File: config.mk
export PLATFORM = sky130hd
export DESIGN_NAME = pdc_out_fifo
export DESIGN_NICKNAME = d
export VERILOG_FILES = /design/src/hw/rtl/pdc_pkg.sv /design/src/hw/rtl/pdc_out_fifo.sv
export SDC_FILE = /design/constraint.sdc
export NUM_CORES = 1
export LEC_CHECK = 0
export BUFFER_PORTS_ARGS = -buffer_cell sky130_fd_sc_hd__buf_2
export CAP_MARGIN = 20
export CORE_ASPECT_RATIO = 1.25
export CORE_MARGIN = 1
export CORE_UTILIZATION = 45
export CTS_BUF_LIST = sky130_fd_sc_hd__clkbuf_16
export CTS_CLUSTER_SIZE = 8
export DETAILED_ROUTE_END_ITERATION = 10
export PLACE_DENSITY_LB_ADDON = 0.08
export SLEW_MARGIN = 30
export SYNTH_ARGS = -nofsm -noshare
export SYNTH_HDL_FRONTEND = slang
export SYNTH_SLANG_ARGS = --single-unit
File: constraint.sdc
create_clock -name clk_i -period 4.2 [get_ports clk_i]
set_clock_uncertainty 0.15 [all_clocks]
set_input_delay 0.42 -clock clk_i [delete_from_list [all_inputs] [get_ports clk_i]]
set_output_delay 0.42 -clock clk_i [all_outputs]
set_load 0.05 [all_outputs]
File: src/hw/rtl/pdc_pkg.sv
package pdc_pkg;

  // Fixed field widths of the stream and config port
  localparam int unsigned VALUE_W      = 10;
  localparam int unsigned DIFF_W       = 10;
  localparam int unsigned PAIR_TOTAL_W = 32;
  localparam int unsigned S_TDATA_W    = 16;

  // Parameter defaults
  localparam int unsigned VALUE_BITS_DEF = 10;
  localparam int unsigned COUNT_BITS_DEF = 16;
  localparam int unsigned TOTAL_BITS_DEF = 32;

  // Set tag stored with each histogram entry; tag zero never matches a live set
  localparam int unsigned EPOCH_BITS = 8;

  // Result queue depth: one slot for the result in flight, two for back-to-back flow
  localparam int unsigned OUT_FIFO_DEPTH = 3;

  typedef enum logic {
    ST_SWEEP,
    ST_RUN
  } pdc_state_e;

endpackage

File: src/hw/rtl/pdc_out_fifo.sv
module pdc_out_fifo #(
  parameter int unsigned DATA_BITS = pdc_pkg::PAIR_TOTAL_W,
  parameter int unsigned DEPTH     = pdc_pkg::OUT_FIFO_DEPTH
) (
  input  logic                         clk_i,
  input  logic                         rst_ni,
  input  logic                         push_i,
  input  logic [DATA_BITS-1:0]         push_data_i,
  output logic [$clog2(DEPTH+1)-1:0]   count_o,
  output logic                         m_axis_tvalid,
  input  logic                         m_axis_tready,
  output logic [DATA_BITS-1:0]         m_axis_tdata
);
  import pdc_pkg::*;

  localparam int unsigned PtrW = (DEPTH > 1) ? $clog2(DEPTH) : 1;
  localparam int unsigned CntW = $clog2(DEPTH + 1);

  logic [DATA_BITS-1:0] slot_q [DEPTH];
  logic [PtrW-1:0]      wr_ptr_q, wr_ptr_d;
  logic [PtrW-1:0]      rd_ptr_q, rd_ptr_d;
  logic [CntW-1:0]      count_q, count_d;
  logic                 pop;

  assign pop           = m_axis_tvalid && m_axis_tready;
  assign m_axis_tvalid = (count_q != '0);
  assign m_axis_tdata  = slot_q[rd_ptr_q];
  assign count_o       = count_q;

  always_comb begin
    wr_ptr_d = wr_ptr_q;
    rd_ptr_d = rd_ptr_q;
    count_d  = count_q;
    if (push_i) begin
      wr_ptr_d = (wr_ptr_q == PtrW'(DEPTH - 1)) ? '0 : wr_ptr_q + PtrW'(1);
    end
    if (pop) begin
      rd_ptr_d = (rd_ptr_q == PtrW'(DEPTH - 1)) ? '0 : rd_ptr_q + PtrW'(1);
    end
    if (push_i && !pop) begin
      count_d = count_q + CntW'(1);
    end else if (!push_i && pop) begin
      count_d = count_q - CntW'(1);
    end
  end

  always_ff @(posedge clk_i or negedge rst_ni) begin
    if (!rst_ni) begin
      wr_ptr_q <= '0;
      rd_ptr_q <= '0;
      count_q  <= '0;
    end else begin
      wr_ptr_q <= wr_ptr_d;
      rd_ptr_q <= rd_ptr_d;
      count_q  <= count_d;
    end
  end

  always_ff @(posedge clk_i) begin
    if (push_i) begin
      slot_q[wr_ptr_q] <= push_data_i;
    end
  end

endmodule

Yosys cells after proc, flatten, opt, wreduce, memory -nomap -nowiden
Memory sizes are Yosys's and may differ from the RTL's.
Index checks and enable logic that the tools add are counted.

word-level totals
  input bits = 36
  RAM bits = 96
  logic and storage cells = 23
  bits in registers = 6
  memories kept = 1
  output and inout bits = 35

memory list
  name    words  width  rd ports  clocked after Yosys merged registers in  wr ports  line                RTL
  slot_q  3      32     1         0                                        1         pdc_out_fifo.sv:19  logic [DATA_BITS-1:0] slot_q [DEPTH];

operators by class
  reduce and logical (&&, ||, !) cells = 7
  add/sub/neg operators = 4
  eq/ne operators = 2
  mux-type cells = 6

operators by type and width
  kind                 number
  $mux 2               4
  $add 2x1->2 const B  3
  $eq 2x2->1 const B   2
  $reduce_bool 2->1    2
  $logic_and 1x1->1    3
  $logic_not 1->1      2
  $mux 1               2
  $sub 2x1->2 const B  1

Logic depth before layout (Yosys ltp)
Gate-level depths: netlist of the first run.

  word-level depth = 5
  mapped depth = 5
  depth with buffers taken out = 5

Worst setup path before layout of the first run
No wires, ideal clock.

  path kind = in2reg
  start = input port push_i
  end = memory slot_q[2][0] (netlist name) (enable)
  path slack = 0.720 ns
  cell stages on the path = 2
  path buffers = 0
  arrival time = 2.862 ns
  setup time = 0.468 ns
  required time = 3.582 ns
  cells stage by stage = inv_1 nor3b_1

between the ends
  word-level cells in the longest chain between the ends = 2

RTL lines
  what                          line                RTL
  from (decl)                   pdc_out_fifo.sv:7   input logic push_i,
  $mux 1                        pdc_out_fifo.sv:60  if (push_i) begin
  $mux 1 (implied by the code)  pdc_out_fifo.sv:61  slot_q[wr_ptr_q] <= push_data_i;
  to (decl)                     pdc_out_fifo.sv:19

No other way between the ends.

Worst setup path after layout of the first run
  start = register rd_ptr_q[0]
  end = output port m_axis_tdata[26]

between the ends
  word-level cells in the longest chain between the ends = 1

RTL lines
  what                    line                RTL
  from (decl)             pdc_out_fifo.sv:21  logic [PtrW-1:0] rd_ptr_q, rd_ptr_d;
  from (signal assigned)  pdc_out_fifo.sv:54  rd_ptr_q <= rd_ptr_d;
  $mem_v2 3x32            -
  to (decl)               pdc_out_fifo.sv:12  output logic [DATA_BITS-1:0] m_axis_tdata

No other way between the ends.

==> metrics, run 1 <==
Fmax 418 MHz; Syn Nets 265; leading cell type in the layout, fill and taps excluded edfxtp_1; synthesis-stage register bit count 102; Required @ worst endpoint 3.63 ns; final global-route overflow total 0; layout cell share with drive strength beyond 1 30.7%; DR vias 2031; first-pass GRT wire length 10200 um; DRC 0; Ant. Diodes 0; clock slew at reported path FFs 0.07 ns; dpl cell area 4310 um2; cts bufs inserted 9; CTS sink count 102; PostCTS Resize Cnt 0; fin crit period 2.39 ns; RSZ-0062 raised after global routing false; setup bufs post-CTS 0; starting density of the core 46.6%; mean post-synth cell area 16.9 um2; PortBufs 70; GP Congestion 0.722; Skew-Pair Late Insertion Delay 0.33 ns; vias in the first global route 2012; TNS Setup 0 ns; core area 8290 um2; clk buf depth 2; dpl hpwl 3780 um; TritonCTS clock tree yes; Die H 106 um; Critical Path Sink Type output pin; status finished clean; Worst Max-Slew Pin Slew 0.677 ns; post-synth design cell area 3860 um2; Ports 71; Unique masters post-synth 22; Yosys Warn Count 0; Hold Violations, Final 0; most frequent cells in the layout edfxtp_1, buf_2, nand2_1; initial antenna violation count 0; Root Buffer clkbuf_16; wire length per cell 15.3 um; overall routing resource usage 15.4%; synth-to-layout area growth 19.4%; drt first-iter violations 110; H-Tree Depth 3; Final ANT Viol Nets 0; drt total wl 6200 um; Die X 84.9 um; Pre-antenna DRT Iters 6; Post-Synthesis Cells 228; Layout Nets 341; crit-path max FO 35; utilization after layout 55.7%; relative slew slack 54.8%; Setup-failing EPs final 0; Hold Buf Count CTS 1; largest net degree at the start of global routing 68; Rows 37; register area share after synthesis 78.5%; Avg Vias per Cell 5.00; kind of start point of the critical path flop; min-delay worst type primary input to flop; Data arrival, critical path 1.82 ns; max-cap violations 0; Finished Cell Area 4610 um2; Critical Setup Path Class flop to output pin; fin crit share 57.0%; area of the die 8960 um2; Max Slew Vio Count 0
-- per-stage QoR --
stage / hold slack (ns) / worst slack, ns / std cells
6_report: 0.131 / 1.81 / 406
5_1_grt: 0.122 / 1.69 / 406
4_1_cts: 0.119 / 1.78 / 406
3_5_place_dp: 0.116 / 2.14 / 389
3_3_place_gp: 0.111 / 1.84 / 388
2_1_floorplan: -0.0256 / 0.720 / 228
-- cell families after synthesis --
| kind of cell | share of synthesized area [%] |
|---|---|
| adders and majority gates | 0.324 |
| and+or+nand+nor | 4.28 |
| DFF | 78.5 |
| xor gates and xnor gates | 0.680 |
| AOI/OAI and AO/OA | 5.09 |
| buffers and inverters | 2.82 |
| muxes | 8.29 |
-- final cells by class --
| cell class | instances | area [um2] |
|---|---|---|
| timing repair buffer | 76 | 418 |
| clock buffer | 9 | 225 |
| clock inverter | 7 | 66.3 |
| inverter | 1 | 3.75 |
| tap | 97 | 121 |
| fill | 683 | 3670 |
| multi-input combinational | 114 | 738 |
| sequential | 102 | 3040 |
-- per-layer routing --
metal,global-route usage [%],part of all wire (%)
met1,20.3,46
met2,23.6,48
met3,4.86,4.9
met4,6.54,1.4
met5,0,0
-- synth_stat cells --
cell | n | area, um2
or2_2 | 1 | 6.26
clkbuf_1 | 3 | 11.3
buf_4 | 1 | 7.51
a21o_1 | 3 | 22.5
o21ai_2 | 1 | 8.76
nor3b_1 | 1 | 7.51
nand2_1 | 34 | 128
nor3_1 | 2 | 10.0
xnor2_1 | 1 | 8.76
xor2_1 | 2 | 17.5
buf_6 | 1 | 11.3
buf_2 | 3 | 15.0
edfxtp_1 | 96 | 2880
nor2_1 | 2 | 7.51
buf_12 | 3 | 60.1
mux2i_1 | 32 | 320
o21ai_1 | 28 | 140
ha_1 | 1 | 12.5
o21ai_0 | 5 | 25.0
nand2b_1 | 1 | 6.26
inv_1 | 1 | 3.75
dfrtp_1 | 6 | 150
-- sequential cells by signal, indices dropped and copies added, names as in the netlist --
| register | flops |
|---|---|
| wr_ptr_q | 2 |
| slot_q | 96 |
| count_o | 2 |
| rd_ptr_q | 2 |
-- final timing paths --
| path | startpoint | depth (start not counted) | slack [ns] | to |
|---|---|---|---|---|
| worst max register to register | wr_ptr_q[0] | 3 | 2.49 | slot_q[1][15] |
| max in group asynchronous | rst_ni | 2 | 3.44 | rd_ptr_q[1] |
| worst max-delay path | rd_ptr_q[0] | 3 | 1.81 | m_axis_tdata[26] |
| min in group asynchronous | rst_ni | 2 | 0.29 | count_o[1] |
| worst min-delay path | push_data_i[23] | 1 | 0.13 | slot_q[1][23] |
| worst min register to register | count_o[1] | 1 | 0.40 | count_o[1] |
-- worst max-delay path: stages (launching register included) --
cell,delay [ns]
dfrtp_4,0.85
mux2i_1,0.16
o21ai_1,0.18
buf_2,0.29
Power of run 1 is not shown: default switching activity piles up to over one toggle a cycle in this logic, so the estimate is an artifact.
==> run 2: changes to the inputs <==
==> constraint.sdc (replaced) <==
create_clock -name clk_i -period 2.26 [get_ports clk_i]
set_clock_uncertainty 0.15 [all_clocks]
set_input_delay 0.226 -clock clk_i [delete_from_list [all_inputs] [get_ports clk_i]]
set_output_delay 0.226 -clock clk_i [all_outputs]
set_load 0.05 [all_outputs]
==> run 2 against run 1 <==
Against the previous run: the run now ends with design-rule violations left; die area did not move; final area rose by 8.0%; register-to-register slack got worse by 2.0 ns; via count rose by 8.9%; non-clock buffer count rose by 38; cell count rose by 9.4%; critical path type unchanged; hold slack got worse by 0.054 ns; global-route usage rose by 0.65 points; flip-flop and latch count did not move; count of clock-buffer cells in the layout did not move; worst setup slack got worse by 1.7 ns; wire length rose by 7.9%.
==> metrics, run 2 (synthesis gave the netlist of run 1 again) <==
dpl hpwl 4230 um (+12%); drt total wl 6690 um (+7.9%); placed insts 395 (+1.5%); layout cell share with drive strength beyond 1 30.0% (-0.77 points); crit-path max FO 26 (-26%); synth-to-layout area growth 29.0%; Ant. Diodes 0 (unchanged); Required @ worst endpoint 1.88 ns (-1.75 ns); area of the die 8960 um2 (unchanged); min-delay worst type primary input to flop; setup ws final 0.129 ns (-1.68 ns); first-pass GRT wire length 10500 um (+3.3%); Rows 37 (unchanged); Die H 106 um (unchanged); Root Buffer clkbuf_16; TNS Setup 0 ns (unchanged); DR vias 2211 (+8.9%); failing checks design-rule violations; Die X 84.9 um (unchanged); H-Tree Depth 3 (unchanged); Worst Max-Slew Pin Slew 0.561 ns (-0.117 ns); Pleak 0.00188 uW; vias in the first global route 2165 (+7.6%); clock slew at reported path FFs 0.06 ns (about the same); Critical Path Slowest Stage Cell dfrtp_2; worst r2r src wr_ptr_q[1]; Critical Path Sink Type output pin; Largest Register slot_q; Fillers 657 (-3.8%); CTS sink count 102 (unchanged); leading cell type in the layout, fill and taps excluded edfxtp_1; wire length per cell 15.1 um (-1.3%); most frequent cells in the layout edfxtp_1, buf_2, nand2_1; slowest stage delay, CP 0.68 ns (-0.17 ns); Critical Setup Path Class flop to output pin; status finished, violations left; Final ANT Viol Nets 0 (unchanged); CP Buf/Inv Count 2 (+1); cts bufs inserted 9 (unchanged); GP Congestion 0.672 (-6.8%); TritonCTS clock tree yes; Setup-failing EPs final 0 (unchanged); Avg Vias per Cell 4.98 (-0.45%); largest net degree at the start of global routing 27 (-60%); starting density of the core 46.6% (unchanged); PD cells 1420 nW/um2; Fmax 469 MHz; Data arrival, critical path 1.76 ns (-0.06 ns); initial antenna violation count 0 (unchanged); Hold Violations, Final 0 (unchanged); clk buf depth 2 (unchanged); Pre-antenna DRT Iters 10 (+4); Max Slew Vio Count 0 (unchanged); fin crit share 94.3%; drt first-iter violations 100 (-9.1%); fin crit period 2.13 ns; DP Worst Slack 0.428 ns (-1.72 ns); overall routing resource usage 16.0% (+0.65 points); Ports 71 (unchanged); core area 8290 um2 (unchanged); max-cap violations 0 (unchanged); beginning of the critical path rd_ptr_q[1]; DRC 2 (+2); max reg flops 96 (unchanged); RSZ-0062 raised after global routing false; setup bufs post-CTS 0 (unchanged); peak supply drop 0.000934 V; final global-route overflow total 0 (unchanged); CP top delay family flip-flops; crit path cell chain buf_4 > nand2_1 > o21ai_0 > buf_2; final std cells w/o fill 444 (+9.4%); Layout Nets 379 (+11%); Skew-Pair Late Insertion Delay 0.33 ns (about the same); PortBufs 70 (unchanged); hold_sp m_axis_tready; kind of start point of the critical path flop; utilization after layout 60.1% (+4.4 points); relative slew slack 62.6% (+7.7 points)
-- run 2: cell count changes in the layout (fill, tap and decap cells not counted), sizes merged --
cell,change
dlygate4sd3,+32
buf,+6
clkinv,-2
clkinvlp,+2
bufinv,-1
inv,+1
-- run 2: layout make-up --
cell class | instances | area (um2) | share of cell area (%)
Clock inverter | 7 | 56.3 | 1.13
Clock buffer | 9 | 225 | 4.52
Multi-Input combinational cell | 114 | 751 | 15.1
Timing Repair Buffer | 114 | 788 | 15.8
Tap cell | 97 | 121 | 2.44
Sequential cell | 102 | 3040 | 60.9
Inverter | 1 | 3.75 | 0.0754
-- run 2: worst min-delay path, stage by stage --
cell and delay [ns]:
buf_2 0.10, o21ai_2 0.09, o21ai_0 0.09
-- run 2: per-layer routing --
layer | routed length, um | vias up | GRT usage [%] | share of wire [%]
li1 | - | 1085 | - | -
met1 | 2810 | 1069 | 18.5 | 42
met2 | 3560 | 50 | 28.2 | 53
met4 | 86 | 0 | 7.63 | 1.3
met3 | 237 | 7 | 3.37 | 3.5
met5 | 0 | - | 0 | 0
-- run 2: path summary, 6_finish.rpt --
check / endpoint / depth (start not counted) / slack [ns]
max in group asynchronous: rd_ptr_q[1] / 2 / 1.65
min: rd_ptr_q[1] / 3 / 0.08
min in group asynchronous: rd_ptr_q[0] / 2 / 0.13
max: m_axis_tdata[0] / 4 / 0.13
max reg2reg: slot_q[2][4] / 2 / 0.51
min reg2reg: count_o[1] / 1 / 0.39
-- run 2: repair_timing --
item                      4_1_cts  5_1_grt
gates resized for setup         0        0
hold endpoints to repair      102        0
hold buffers                   33        0
-- run 2: stage by stage --
step	instance area [um2]	power (uW)	hold slack, ns
6_report	4980	7100	0.0775
2_1_floorplan	3870	5050	-0.220
5_1_grt	4980	7410	0.100
4_1_cts	4980	7180	0.0677
3_5_place_dp	4370	5720	-0.0800
3_3_place_gp	4370	5690	-0.0820
-- run 2: power by group --
part	switching, uW	total, uW	leakage (uW)	internal (uW)
Combinational	2210	3010	0.000798	806
Clock	661	1420	0.000130	757
Sequential	230	2670	0.000957	2440
Total	3100	7100	0.00188	4000
(Power assumes the default switching activity.)
==> run 3: changes to the inputs <==
--- a/config.mk
+++ b/config.mk
@@ -5,6 +5,7 @@
 export SDC_FILE = /design/constraint.sdc
 export NUM_CORES = 1
 export LEC_CHECK = 0
+export ABC_AREA = 1
 export BUFFER_PORTS_ARGS = -buffer_cell sky130_fd_sc_hd__buf_2
 export CAP_MARGIN = 20
 export CORE_ASPECT_RATIO = 1.25
==> run 3 against run 2 <==
Against the previous run: fmax increased by 1.4%; first-iteration DRC count increased by 26%; worst setup slack improved by 0.030 ns; via count increased by 7.5%; flip-flop and latch count unchanged; utilization increased by 1.3 points; count of clock-buffer cells in the layout unchanged; the flow still finishes with violations (design-rule violations); combinational power increased by 15%.
==> metrics, run 3 <==
status finished, violations left; failing checks design-rule violations; fraction of the mapped netlist area in adder cells 0.332% (+0.0081 points); DRC 3 (+1); DR vias 2377 (+7.5%); Reg2Reg Depth 8 (+6); fin crit period 2.10 ns (-0.0303 ns); starting density of the core 47.3% (+0.66 points); dpl cell area 4310 um2 (-1.4%); Yosys top cell area share 76.5% (+1.9 points); drt first-iter violations 126 (+26%); GP Congestion 0.729 (+8.5%); largest net degree at the start of global routing 33 (+22%); clock slew at reported path FFs 0.06 ns (about the same); Final ANT Viol Nets 0 (unchanged); cts bufs inserted 9 (unchanged); Syn Nets 310 (+17%); xor and xnor fraction of the mapped netlist area 0.232% (-0.45 points); Unique masters post-synth 15 (-32%); wire length per cell 14.8 um (-1.9%); Post-Synthesis Cells 273 (+20%); Pleak 0.00196 uW (+3.8%); slowest stage delay, CP 0.45 ns (-0.23 ns); PortBufs 70 (unchanged); relative slew slack 80.3% (+18 points); Sw Ratio 45.9% (+2.2 points); ys flop type edfxtp_1; Layout Nets 422 (+11%); PD cells 1490 nW/um2 (+4.8%); mux cell area share after synthesis 0% (-8.3 points); clock network power share 17.9% (-2.1 points); Seq pwr share 34.7% (-2.9 points); Root Buffer clkbuf_16; Die H 104 um (-1.2%); Ports 71 (unchanged); first-pass GRT wire length 11800 um (+13%); most common cell in the netlist nand2_1; Finished Cell Area 4900 um2 (-1.7%); peak supply drop 0.000766 V (-18%); most frequent cells in the layout nand2_1, edfxtp_1, buf_2; min-delay worst type primary input to flop; area of the die 8750 um2 (-2.4%); Rows 36 (-2.7%); max reg flops 96 (unchanged); RSZ-0062 raised after global routing false; Avg Vias per Cell 4.92 (-1.2%); Pre-antenna DRT Iters 7 (-3); post-synth design cell area 3770 um2 (-2.4%); Data arrival, critical path 1.72 ns (-0.04 ns); kind of start point of the critical path flop; crit path cell chain nor2_4 > buf_12 > nand2_1 > nand3_1 > buf_2; Post-synth top cells nand2_1, edfxtp_1, nand3_1, buf_2, inv_1; synthesis-stage register bit count 102 (unchanged); clk buf depth 2 (unchanged); Ant. Diodes 0 (unchanged); final global-route overflow total 0 (unchanged); Hold Violations, Final 0 (unchanged); EDFF count, synth 96 (unchanged); area leader, netlist edfxtp_1; complex-gate fraction of the synthesized area 0.266% (-4.8 points); combinational share of power 47.4% (+4.9 points); FFs w/ async S/R, synth 5.88% (unchanged); mean post-synth cell area 13.8 um2 (-19%); Critical Setup Path Class flop to output pin; CTS sink count 102 (unchanged); switching power 3350 uW (+8.2%); PostCTS Resize Cnt 0 (unchanged); dpl hpwl 4100 um (-3.1%); Hold Crit Depth 3 (unchanged); Required @ worst endpoint 1.88 ns (about the same); vias in the first global route 2327 (+7.5%); total power 7310 uW (+3.0%); internal power 3960 uW (-1.1%); TritonCTS clock tree yes; Synth Area in Simple Gates 16.4% (+12 points); max-cap violations 0 (unchanged); Worst Max-Slew Pin Slew 0.296 ns (-0.265 ns); fin crit share 93.0% (-1.3 points); Setup-failing EPs final 0 (unchanged); largest family of logic cells by synthesized area simple AND/OR/NAND/NOR gates; Yosys Warn Count 0 (unchanged); Max Slew Vio Count 0 (unchanged); crit-path max FO 24 (-7.7%); core area 7970 um2 (-3.8%); utilization after layout 61.4% (+1.3 points); initial antenna violation count 0 (unchanged); synth-to-layout area growth 29.9%; leading cell type in the layout, fill and taps excluded nand2_1; drt total wl 7140 um (+6.7%); Skew-Pair Late Insertion Delay 0.33 ns (about the same); largest cells by area after synthesis edfxtp_1, nand2_1, nand3_1, dfrtp_1, buf_2; Fmax 476 MHz (+1.4%); Largest Register slot_q; TNS Setup 0 ns (unchanged); register area share after synthesis 80.5% (+2.0 points); H-Tree Depth 3 (unchanged); Die X 83.9 um (-1.2%); Critical Path Sink Type output pin; overall routing resource usage 18.0% (+2.0 points); Critical Path Slowest Stage Cell dfrtp_1; layout cell share with drive strength beyond 1 23.7% (-6.3 points)
run 3: timing repair:
action | CTS | global route
endpoints found under the hold margin | 103 | 0
setup buffers | 0 | 0
hold buffers | 34 | 0
run 3: per-layer routing:
metal | up-vias | track usage, % | part of all wire [%]
li1 | 1173 | - | -
met1 | 1140 | 23.3 | 46
met2 | 59 | 29.5 | 49
met3 | 5 | 4.13 | 4.1
met4 | 0 | 7.02 | 1.2
met5 | - | 0 | 0
run 3: path summary, 6_finish.rpt:
check                              start         endpoint  slack, ns
max                          rd_ptr_q[1]  m_axis_tdata[1]       0.16
min                        m_axis_tready      rd_ptr_q[1]       0.03
max reg2reg                   count_o[0]       count_o[1]       0.74
min reg2reg                   count_o[1]       count_o[1]       0.36
max in group asynchronous         rst_ni      wr_ptr_q[0]       1.71
min in group asynchronous         rst_ni       count_o[1]       0.10
run 3: cells by family after synthesis:
group                    count (synthesis)
AND/OR/NAND/NOR                        148
flip-flops                             102
buffers and inverters                   19
AO/OA/AOI/OAI                            2
XOR/XNOR                                 1
adder cells (fa/ha/maj)                  1
run 3: layout make-up:
| class | instances | area (um2) |
|---|---|---|
| fill | 633 | 3080 |
| sequential | 102 | 3030 |
| timing repair buffer | 111 | 806 |
| multi-input combinational | 152 | 658 |
| clock buffer | 9 | 225 |
| tap | 95 | 119 |
| inverter | 9 | 33.8 |
| clock inverter | 5 | 21.3 |
run 3: power groups by stage:
| stage | Sequential (uW) | Clock (uW) | Combinational (uW) |
|---|---|---|---|
| final | 2540 | 1310 | 3460 |
| after floorplan | 2620 | 0 | 2480 |
| after global routing | 2570 | 1410 | 3710 |
| after global placement | 2570 | 0 | 3450 |
| after detailed placement | 2580 | 0 | 3470 |
| after CTS | 2540 | 1330 | 3520 |
run 3: per-stage QoR:
step | hold slack [ns] | std cells | worst slack, ns
2_1_floorplan | -0.220 | 273 | 0.0975
3_3_place_gp | -0.0886 | 435 | 0.508
3_5_place_dp | -0.0867 | 435 | 0.499
4_1_cts | 0.0215 | 483 | 0.135
5_1_grt | 0.0444 | 483 | 0.0118
6_report | 0.0294 | 483 | 0.159
run 3: worst max-delay path: cells and delay by family (launching register included):
| family | cells | cell delay (ns) |
|---|---|---|
| buf+inv | 2 | 0.49 |
| simple gates | 3 | 0.44 |
| flops | 1 | 0.45 |
